### src/rtl/hapb_pkg.sv
`timescale 1ns / 1ps

package hapb_pkg;

    localparam int MAX_BYTES = 32;

    localparam logic [1:0] CFG_MODE = 2'd0;
    localparam logic [1:0] CFG_FILL = 2'd1;

    localparam int MODE_DIGITS = 0;
    localparam int MODE_FORE   = 1;
    localparam int MODE_FILL   = 2;

    localparam logic [1:0] STATUS_OK       = 2'd0;
    localparam logic [1:0] STATUS_BAD_CHAR = 2'd1;
    localparam logic [1:0] STATUS_NO_ROOM  = 2'd2;

    localparam logic [7:0] CHAR_ZERO   = 8'h30;
    localparam logic [7:0] CHAR_NINE   = 8'h39;
    localparam logic [7:0] CHAR_QMARK  = 8'h3F;
    localparam logic [7:0] CHAR_UPPER_A = 8'h41;
    localparam logic [7:0] CHAR_UPPER_F = 8'h46;
    localparam logic [7:0] CHAR_LOWER_A = 8'h61;
    localparam logic [7:0] CHAR_LOWER_F = 8'h66;
    localparam logic [3:0] HEX_LETTER_OFFSET = 4'd9;

    typedef struct packed {
        logic [7:0] ascii_char;
        logic       first_char;
        logic       last_char;
        logic [6:0] string_length;
        logic [5:0] buffer_length;
    } in_item_t;

    typedef struct packed {
        logic [7:0] packed_byte;
        logic [1:0] status;
        logic       conversion_done;
        logic [5:0] result_length;
        logic       last_of_run;
    } out_item_t;

    typedef struct packed {
        logic       valid;
        logic [3:0] nibble;
    } nibble_t;

    typedef enum logic [2:0] {
        SEQ_IDLE,
        SEQ_FRONT,
        SEQ_DATA,
        SEQ_TAIL,
        SEQ_BACK,
        SEQ_FAIL
    } seq_state_t;

    function automatic seq_state_t next_phase(
        input logic [5:0] front_cnt,
        input logic       data_en,
        input logic       tail_en,
        input logic       back_en,
        input logic [5:0] bytes_done,
        input logic [5:0] saved_len
    );
        seq_state_t nxt;
        if (front_cnt != 6'd0) begin
            nxt = SEQ_FRONT;
        end else if (data_en) begin
            nxt = SEQ_DATA;
        end else if (tail_en) begin
            nxt = SEQ_TAIL;
        end else if (back_en && (bytes_done < saved_len)) begin
            nxt = SEQ_BACK;
        end else begin
            nxt = SEQ_IDLE;
        end
        return nxt;
    endfunction

endpackage

### src/rtl/hapb_char_decode.sv
`timescale 1ns / 1ps

module hapb_char_decode (
    input  logic [7:0]       ascii_char,
    input  logic             digits_only,
    output hapb_pkg::nibble_t dec
);
    import hapb_pkg::*;

    always_comb begin
        dec = '0;
        if (digits_only) begin
            if (ascii_char >= CHAR_ZERO && ascii_char <= CHAR_QMARK) begin
                dec.valid  = 1'b1;
                dec.nibble = ascii_char[3:0];
            end
        end else if ((ascii_char >= CHAR_LOWER_A && ascii_char <= CHAR_LOWER_F) ||
                     (ascii_char >= CHAR_UPPER_A && ascii_char <= CHAR_UPPER_F)) begin
            dec.valid  = 1'b1;
            dec.nibble = ascii_char[3:0] + HEX_LETTER_OFFSET;
        end else if (ascii_char >= CHAR_ZERO && ascii_char <= CHAR_NINE) begin
            dec.valid  = 1'b1;
            dec.nibble = ascii_char[3:0];
        end
    end

endmodule

### src/rtl/hex_ascii_to_packed_bcd.sv
`timescale 1ns / 1ps

// ASCII hex / digit string to packed BCD converter.
// Input channel s_valid/s_ready/s_data carries one character per transaction,
// with first/last markers; string and buffer lengths are sampled on the first.
// Output channel m_valid/m_ready/m_data carries packed bytes, high nibble
// first, plus status, done, result length and a last-of-run marker.
// Configuration is a plain write port (cfg_wr_en, cfg_index, cfg_wdata):
// index 0 is the conversion mode, index 1 the fill digit.
// A small sequencer walks front fill, data byte, trailing nibble and back
// fill, one byte per cycle while the output register is free, through a
// shared emit-count/compare unit. The first result is written into the
// output register from the sequencer's first phase state, not on acceptance.
// s_ready is high only while the sequencer is idle; the next character can be
// taken while the final result still sits in the output register.
// When the receiver stalls, the output register holds and the sequencer waits.
// Reset (aresetn low, synchronous) clears configuration, string state and the
// output valid flag; no results are pending afterward.

module hex_ascii_to_packed_bcd (
    input  logic                aclk,
    input  logic                aresetn,
    input  logic                s_valid,
    output logic                s_ready,
    input  hapb_pkg::in_item_t  s_data,
    output logic                m_valid,
    input  logic                m_ready,
    output hapb_pkg::out_item_t m_data,
    input  logic                cfg_wr_en,
    input  logic [1:0]          cfg_index,
    input  logic [3:0]          cfg_wdata
);
    import hapb_pkg::*;

    seq_state_t state_reg, state_next;
    logic [2:0] conversion_mode_reg;
    logic [3:0] fill_digit_reg;
    logic [3:0] held_nibble_reg, held_nibble_next;
    logic       nibble_pending_reg, nibble_pending_next;
    logic [5:0] bytes_emitted_reg, bytes_emitted_next;
    logic [5:0] saved_len_reg, saved_len_next;
    logic       dropping_reg, dropping_next;
    logic [5:0] front_cnt_reg, front_cnt_next;
    logic       data_en_reg, data_en_next;
    logic       tail_en_reg, tail_en_next;
    logic       back_en_reg, back_en_next;
    logic       last_reg, last_next;
    logic [7:0] data_byte_reg, data_byte_next;
    logic [7:0] tail_byte_reg, tail_byte_next;
    logic [1:0] fail_status_reg, fail_status_next;
    logic       m_valid_reg, m_valid_next;
    out_item_t  m_data_reg, m_data_next;

    nibble_t    dec;
    logic       accept;
    logic       out_free;
    logic       fore, fill;
    logic [7:0] fill_byte;
    logic [5:0] blen_sat;
    logic [6:0] slen_eff;
    logic [6:0] half_len;
    logic [6:0] front_diff;
    logic       too_small;
    logic       pend_eff;
    logic [3:0] held_eff;
    logic [5:0] bytes_base;
    logic [5:0] saved_base;
    logic [5:0] bytes_after;
    logic [5:0] front_after;
    logic       room;
    seq_state_t nxt;
    logic       fin;

    hapb_char_decode u_decode (
        .ascii_char  (s_data.ascii_char),
        .digits_only (conversion_mode_reg[MODE_DIGITS]),
        .dec         (dec)
    );

    assign s_ready   = (state_reg == SEQ_IDLE);
    assign accept    = s_valid && s_ready;
    assign out_free  = !m_valid_reg || m_ready;
    assign m_valid   = m_valid_reg;
    assign m_data    = m_data_reg;
    assign fore      = conversion_mode_reg[MODE_FORE];
    assign fill      = conversion_mode_reg[MODE_FILL];
    assign fill_byte = {fill_digit_reg, fill_digit_reg};

    assign blen_sat   = (s_data.buffer_length > 6'(MAX_BYTES)) ? 6'(MAX_BYTES)
                                                               : s_data.buffer_length;
    assign slen_eff   = (s_data.string_length == 7'd0) ? 7'd1 : s_data.string_length;
    assign half_len   = 7'(({1'b0, slen_eff} + 8'd1) >> 1);
    assign front_diff = {1'b0, blen_sat} - half_len;
    assign too_small  = ({blen_sat, 1'b0} < slen_eff);
    assign bytes_base = s_data.first_char ? 6'd0 : bytes_emitted_reg;
    assign saved_base = s_data.first_char ? blen_sat : saved_len_reg;
    assign pend_eff   = s_data.first_char ? (fore && slen_eff[0]) : nibble_pending_reg;
    assign held_eff   = s_data.first_char ? fill_digit_reg : held_nibble_reg;
    assign room       = bytes_emitted_reg < saved_len_reg;
    assign bytes_after = bytes_emitted_reg + 6'd1;
    assign front_after = (state_reg == SEQ_FRONT) ? front_cnt_reg - 6'd1 : front_cnt_reg;

    always_ff @(posedge aclk) begin
        if (!aresetn) begin
            conversion_mode_reg <= '0;
            fill_digit_reg      <= '0;
        end else if (cfg_wr_en) begin
            unique case (cfg_index)
                CFG_MODE: conversion_mode_reg <= cfg_wdata[2:0];
                CFG_FILL: fill_digit_reg      <= cfg_wdata;
                default: ;
            endcase
        end
    end

    always_ff @(posedge aclk) begin
        if (!aresetn) begin
            state_reg          <= SEQ_IDLE;
            held_nibble_reg    <= '0;
            nibble_pending_reg <= 1'b0;
            bytes_emitted_reg  <= '0;
            saved_len_reg      <= '0;
            dropping_reg       <= 1'b0;
            front_cnt_reg      <= '0;
            data_en_reg        <= 1'b0;
            tail_en_reg        <= 1'b0;
            back_en_reg        <= 1'b0;
            last_reg           <= 1'b0;
            m_valid_reg        <= 1'b0;
        end else begin
            state_reg          <= state_next;
            held_nibble_reg    <= held_nibble_next;
            nibble_pending_reg <= nibble_pending_next;
            bytes_emitted_reg  <= bytes_emitted_next;
            saved_len_reg      <= saved_len_next;
            dropping_reg       <= dropping_next;
            front_cnt_reg      <= front_cnt_next;
            data_en_reg        <= data_en_next;
            tail_en_reg        <= tail_en_next;
            back_en_reg        <= back_en_next;
            last_reg           <= last_next;
            m_valid_reg        <= m_valid_next;
        end
    end

    always_ff @(posedge aclk) begin
        data_byte_reg   <= data_byte_next;
        tail_byte_reg   <= tail_byte_next;
        fail_status_reg <= fail_status_next;
        m_data_reg      <= m_data_next;
    end

    always_comb begin
        state_next          = state_reg;
        held_nibble_next    = held_nibble_reg;
        nibble_pending_next = nibble_pending_reg;
        bytes_emitted_next  = bytes_emitted_reg;
        saved_len_next      = saved_len_reg;
        dropping_next       = dropping_reg;
        front_cnt_next      = front_cnt_reg;
        data_en_next        = data_en_reg;
        tail_en_next        = tail_en_reg;
        back_en_next        = back_en_reg;
        last_next           = last_reg;
        data_byte_next      = data_byte_reg;
        tail_byte_next      = tail_byte_reg;
        fail_status_next    = fail_status_reg;
        m_data_next         = m_data_reg;
        m_valid_next        = m_valid_reg && !m_ready;
        nxt                 = SEQ_IDLE;
        fin                 = 1'b0;

        unique case (state_reg)
            SEQ_IDLE: begin
                if (accept) begin
                    if (s_data.first_char) begin
                        saved_len_next      = blen_sat;
                        bytes_emitted_next  = '0;
                        nibble_pending_next = 1'b0;
                        held_nibble_next    = '0;
                        dropping_next       = 1'b0;
                    end
                    if (!s_data.first_char && dropping_reg) begin
                        // ignored until the next first character
                    end else if (s_data.first_char && too_small) begin
                        fail_status_next    = STATUS_NO_ROOM;
                        state_next          = SEQ_FAIL;
                        dropping_next       = 1'b1;
                        nibble_pending_next = 1'b0;
                    end else if (!dec.valid) begin
                        fail_status_next    = STATUS_BAD_CHAR;
                        state_next          = SEQ_FAIL;
                        dropping_next       = 1'b1;
                        nibble_pending_next = 1'b0;
                    end else begin
                        front_cnt_next = (s_data.first_char && fill && fore) ? front_diff[5:0]
                                                                             : 6'd0;
                        data_en_next   = pend_eff;
                        tail_en_next   = s_data.last_char && !pend_eff;
                        back_en_next   = s_data.last_char && fill && !fore;
                        last_next      = s_data.last_char;
                        data_byte_next = {held_eff, dec.nibble};
                        tail_byte_next = {dec.nibble, fill_digit_reg};
                        if (!pend_eff) begin
                            held_nibble_next = dec.nibble;
                        end
                        nibble_pending_next = !pend_eff && !s_data.last_char;
                        dropping_next       = s_data.last_char;
                        state_next = next_phase(front_cnt_next, data_en_next, tail_en_next,
                                                back_en_next, bytes_base, saved_base);
                    end
                end
            end
            SEQ_FAIL: begin
                if (out_free) begin
                    m_valid_next = 1'b1;
                    m_data_next  = '{packed_byte: 8'd0, status: fail_status_reg,
                                     conversion_done: 1'b1, result_length: 6'd0,
                                     last_of_run: 1'b1};
                    state_next   = SEQ_IDLE;
                end
            end
            SEQ_FRONT, SEQ_DATA, SEQ_TAIL, SEQ_BACK: begin
                if (out_free) begin
                    m_valid_next = 1'b1;
                    if (!room) begin
                        m_data_next = '{packed_byte: 8'd0, status: STATUS_NO_ROOM,
                                        conversion_done: 1'b1, result_length: 6'd0,
                                        last_of_run: 1'b1};
                        dropping_next       = 1'b1;
                        nibble_pending_next = 1'b0;
                        state_next          = SEQ_IDLE;
                    end else begin
                        front_cnt_next     = front_after;
                        if (state_reg == SEQ_DATA) begin
                            data_en_next = 1'b0;
                        end
                        if (state_reg == SEQ_TAIL) begin
                            tail_en_next = 1'b0;
                        end
                        bytes_emitted_next = bytes_after;
                        nxt = next_phase(front_after, data_en_next, tail_en_next,
                                         back_en_reg, bytes_after, saved_len_reg);
                        fin = (nxt == SEQ_IDLE);
                        m_data_next.status          = STATUS_OK;
                        m_data_next.last_of_run     = fin;
                        m_data_next.conversion_done = last_reg && fin;
                        m_data_next.result_length   = (last_reg && fin)
                                                      ? (fill ? saved_len_reg : bytes_after)
                                                      : 6'd0;
                        case (state_reg)
                            SEQ_DATA: m_data_next.packed_byte = data_byte_reg;
                            SEQ_TAIL: m_data_next.packed_byte = tail_byte_reg;
                            default:  m_data_next.packed_byte = fill_byte;
                        endcase
                        state_next = nxt;
                    end
                end
            end
            default: state_next = SEQ_IDLE;
        endcase
    end

endmodule

### config.mk
export PLATFORM = sky130hd
export DESIGN_NAME = hex_ascii_to_packed_bcd
export DESIGN_NICKNAME = d
export VERILOG_FILES = /design/src/rtl/hapb_pkg.sv /design/src/rtl/hapb_char_decode.sv /design/src/rtl/hex_ascii_to_packed_bcd.sv
export SDC_FILE = /design/constraint.sdc
export NUM_CORES = 1
export LEC_CHECK = 0
export ABC_AREA = 1
export BUFFER_PORTS_ARGS = -buffer_cell sky130_fd_sc_hd__buf_4
export CAP_MARGIN = 20
export CORE_MARGIN = 1.5
export CORE_UTILIZATION = 60
export CTS_BUF_LIST = sky130_fd_sc_hd__clkbuf_8
export DETAILED_ROUTE_END_ITERATION = 8
export HOLD_SLACK_MARGIN = 0.05
export MAX_ROUTING_LAYER = met4
export PLACE_DENSITY = 0.81
export SYNTH_ARGS = -nofsm -noshare
export SYNTH_HDL_FRONTEND = slang
export SYNTH_HIERARCHICAL = 1
export SYNTH_SLANG_ARGS = --single-unit
### constraint.sdc
create_clock -name aclk -period 3.51 [get_ports aclk]
set_input_delay 0.702 -clock aclk [delete_from_list [all_inputs] [get_ports aclk]]
set_output_delay 0.702 -clock aclk [all_outputs]
set_load 0.02 [all_outputs]
Word level (Yosys, flattened, before mapping)

Index checks and enable logic that the tools add are counted.

$add $sub $neg: 5
Order comparisons: 12
Eq/ne operators: 16
Mux-type cells: 94
Bitwise operators: 2
Reduce and logical (&&, ||, !) cells: 46

Operator list:

| operator            | count |
|---|---|
| $mux 6              | 16 |
| $mux 18             | 3 |
| $mux 3              | 18 |
| $mux 1              | 36 |
| $pmux 18 s2         | 1 |
| $mux 4              | 6 |
| $pmux 6 s2          | 2 |
| $mux 5              | 4 |
| $logic_and 1x1->1   | 18 |
| $lt 6x6->1          | 3 |
| $ge 8x7->1 const B  | 2 |
| $le 8x6->1 const B  | 2 |
| $le 8x7->1 const B  | 2 |
| $pmux 8 s2          | 1 |
| $ne 2x2->1 const B  | 6 |
| $reduce_and 4->1    | 3 |
| $reduce_bool 6->1   | 2 |
| $reduce_and 5->1    | 2 |
| $pmux 3 s3          | 1 |
| $ge 8x6->1 const B  | 1 |
| $pmux 1 s2          | 4 |
| $add 7x1->7 const B | 1 |
| $logic_not 7->1     | 1 |
| $lt 7x7->1          | 1 |
| other kinds (24)    | 39 |

Bits in registers: 75
Word-level logic and storage cells: 197

Logic depth before layout (Yosys ltp)

Word-level depth: 17
Mapped depth: 22

By module

The synthesis kept the hierarchy.

By module, submodules not included:

| module                  | instances | cells an instance | area each (sq um) | sequential area each (sq um) |
|---|---|---|---|---|
| hex_ascii_to_packed_bcd | 1         | 586               | 4,571.9           | 1,741.7 |
| hapb_char_decode        | 1         | 60                | 312.8             | 0.0 |

Worst setup path after synthesis

OpenSTA, ideal clock, no wires.

Kind: input to register
Start: input port s_data[2] (netlist name)
End: register state_reg[1]
Arrival: 2.612 ns
Required time: 3.391 ns
Setup slack: 0.779 ns
Stages on the path: 19
Buffers on the path: 0
Cells stage by stage: nor3_1 > nand3_1 > nand2_1 > inv_1 > nor2_1 > inv_1 > ha_1 > fa_1 > or2_2 > nand2_1 > nor2_1 > nand2_1 > nor2_1 > nand2_1 > nor2_1 > nand2_1 > nand2_1 > nand2_1 > a21oi_1

Word-level cells in the longest chain between the ends: 11
Elaborated cells between the ends (all ways): 13
Classes of those cells: 1 x add/sub; 2 x order compare; 8 x mux; 2 x reduce/logical

RTL lines:

| what                   | line                           | RTL |
|---|---|---|
| start: declaration     | hex_ascii_to_packed_bcd.sv:25  | `input hapb_pkg::in_item_t s_data,` |
| $gt 6x6->1             | hex_ascii_to_packed_bcd.sv:89  | `assign blen_sat = (s_data.buffer_length > 6'(MAX_BYTES)) ? 6'(MAX_BYTES)` |
| $mux 6 (*)             | hex_ascii_to_packed_bcd.sv:89  |  |
| $sub 6x6->6            | hex_ascii_to_packed_bcd.sv:93  | `assign front_diff = {1'b0, blen_sat} - half_len;` |
| $mux 6                 | hex_ascii_to_packed_bcd.sv:196 | `front_cnt_next = (s_data.first_char && fill && fore) ? front_diff[5:0]` |
| $reduce_bool 6->1      | hapb_pkg.sv:66                 | `if (front_cnt != 6'd0) begin` |
| $mux 3                 | hapb_pkg.sv:66                 |  |
| $mux 3                 | hex_ascii_to_packed_bcd.sv:190 | `end else if (!dec.valid) begin` |
| $mux 3 (*)             | hex_ascii_to_packed_bcd.sv:185 | `end else if (s_data.first_char && too_small) begin` |
| $mux 3 (*)             | hex_ascii_to_packed_bcd.sv:183 | `if (!s_data.first_char && dropping_reg) begin` |
| $mux 3 (*)             | hex_ascii_to_packed_bcd.sv:175 | `if (accept) begin` |
| $pmux 3 s3 (*)         | hex_ascii_to_packed_bcd.sv:173 | `unique case (state_reg)` |
| end signal: assignment | hex_ascii_to_packed_bcd.sv:131 | `state_reg <= state_next;` |
| end: declaration       | hex_ascii_to_packed_bcd.sv:35  | `seq_state_t state_reg, state_next;` |

Mark *: on every way between the ends. The rest lies on a longest branch, timed or not. The select of a mux whose other input is x is not followed.
A chain may end at the register's enable or synchronous reset.

Final worst setup path

Start: input port s_data[2] (netlist name)
End: register state_reg[0]

The elaborated chain is that of the path after synthesis.

==> impl_metrics.ini <==
[synth]
synth.most_common_cell = nand2_1
yosys.area.top_type_share_pct = 19.67
ys_seq_area_share_pct = 35.66
synthFlopType = dfxtp_1
synth_seq_cells = 71
synth_edf_count = 32
ys_top_cells_by_count = nand2_1 (165), inv_1 (81), o21ai_0 (50), nor2_1 (40), dfxtp_1 (39)
synthCells = 646
syn_area_um2 = 4885
synth_top_area_cell = edfxtp_1
synth_warnings = 6
synth_area_per_cell_um2 = 7.561
synth_fp_nets = 708
synth-async-reset-ratio_pct = 0
synth_cell_type_count = 54
synthTopCellsByArea = edfxtp_1 (20%), dfxtp_1 (16%), nand2_1 (13%), ha_1 (6.9%), inv_1 (6.2%)

[layout]
multiInputGateArea_um2 = 2669
fin_util_pct = 70.88
fillerInstances = 644
area_growth_pct = 13.29
register_area_um2 = 1742
drive_above_1_share_pct = 20.57
n_antenna_cell = 0
largest_reg_flops = 18
fin_nets = 762

[power]
peakVddDrop_uv = 257.4
p_clk_share_pct = 17.9
p_switching_mw = 1.704
p_comb_share_pct = 49.4
sw_frac_of_total_pct = 44.69
p_leak_nw = 2.522
intPower_mw = 2.108
pwr-share-seq_pct = 32.8
power_mw = 3.812
pwr_density_cell_nw_per_um2 = 688.8

[timing]
relSlewSlack_pct = 59.74
skew_ps = 10.92
period_minus_slack_ps = 2769
final-setup-viol-count = 0
final.setup.worst_slack_ps = 740.7
hold_violations = 0
slew_viol_final = 0
tightest_slew_ps = 603.2
layout_worst_path_cycle_share_pct = 78.90
fin_setup_tns_ps = 0
rsz0062_at_grt = false
fmax_mhz = 361.1

[floorplanning]
die_area_um2 = 8692
rows = 32
ios = 54
core_area_um2 = 7807
chipWidth_um = 93.23
start_util_pct = 62.56
die_h_um = 93.23

[global_routing]
grt_overflow = 0
grt_pass1_wl_um = 18680
antenna_found_initial = 0
grt_max_degree = 29
grt_pass1_vias = 4018
track_usage_pct = 28.04

[cts]
clock-sinks = 71
cts.clk_slew.worst_paths_ps = 80
clock_path_buffers = 2
clockRootBuffer = clkbuf_8
cts_hold_buf = 0
post-cts-setup-buffers = 0
cts_buffers = 9
cts_tree = done
clock_latency_ps = 360
cts_resized = 0
htree_num_levels = 3

[critical_path]
worstPathCellList = buf_4, nor3_1, nand3_1, nand2_1, inv_1, nor2_1, inv_1, ha_1, fa_1, inv_1, nand3_1, a21oi_1, nor2_1, nor2_1, nand2_1, o21bai_1, nand2_1, nand2_1, a21oi_1
slowest_stage = fa_1
start_kind = input port
path_max_fanout = 2
cp.arrival_ps = 2980
path_common_cell = nand2_1
path_class = input port to flip-flop
slowest_delay_ps = 390
end_kind = flip-flop
required_ps = 3720

[place]
gp_congestion = 0.9367
io_buffer_count = 53
dp_slack_ps = 440.1
hpwl_um = 8793

[hold_path]
hold_class = flip-flop to flip-flop

[drt]
routed_via_density = 5.439
drt-pass1-iter-count = 5
wire_per_inst_um = 13.88
ant_nets = 0
routed_wl_um = 11200
num_vias = 4389
drt_iter0_drc = 280
drc = 0

[outcome]
status = finished clean

[job]
max_cap_viol_count = 0
## power by group through the flow
| stage | Sequential (mW) | Combinational (mW) | Clock, mW |
|---|---|---|---|
| global placement | 1.26 | 1.82 | 0 |
| detailed placement | 1.27 | 1.86 | 0 |
| global route | 1.27 | 2.08 | 0.718 |
| CTS | 1.25 | 1.87 | 0.685 |
| finish | 1.25 | 1.88 | 0.682 |
| floorplan | 1.39 | 1.29 | 0 |
## critical path, delay by kind of cell
family,cells,cell delay [ps]
simple gates,10,960
buf+inv,4,330
fa+ha+maj,2,620
compound gates,3,380
## routing by layer
layer / track usage (%) / routed length [µm] / vias to the layer above
met5: - / 0 / -
met4: 8.965 / 152 / 0
met3: 3.740 / 665 / 18
met2: 44.26 / 5232 / 159
met1: 37.42 / 5150 / 1984
li1: - / - / 2228
## final timing paths
path	start	endpoint	slack [ps]	cells after the start
min reg2reg	held_nibble_reg[1]	held_nibble_reg[1]	470	2
max	s_data[2]	state_reg[0]	740	19
max reg2reg	bytes_emitted_reg[2]	m_data[7]	1040	10
min	held_nibble_reg[1]	held_nibble_reg[1]	470	2
## cell type report
type / instances / area share [%]
clock buffer: 9 / 2.238
tap: 102 / 2.306
timing repair buffer: 54 / 7.325
inverter: 99 / 6.986
clock inverter: 7 / 1.447
sequential: 71 / 31.47
multi-input combinational: 465 / 48.23
## per-stage QoR
step                area (µm²)  hold slack (ps)  cells
CTS                       5534            472.9    807
global placement          5330            454.4    791
detailed placement        5330            461.4    791
global route              5534            493.7    807
finish                    5534            474.3    807
floorplan                 4885            430.5    646
## cell usage in the layout (no fill, tap or decap), types with 13 or more instances in the layout
cell type,instances
a21oi_1,36
a31oi_1,13
buf_4,54
dfxtp_1,39
edfxtp_1,32
ha_1,27
inv_1,81
nand2_1,165
nand2_2,14
nand3_1,30
nor2_1,40
o21ai_0,50
## cells by family (layout without fill, tap and decap cells)
family	Yosys count	after routing	synth area share [%]
adder cells (fa/ha/maj)	28	28	7.326
XOR/XNOR	10	10	2.100
flip-flops	71	71	35.66
AND/OR/NAND/NOR	299	299	29.92
multiplexers	1	1	0.2049
AO/OA/AOI/OAI	127	127	15.09
buffers and inverters	110	169	9.708
No activity file was read; power rests on OpenSTA's default activity.
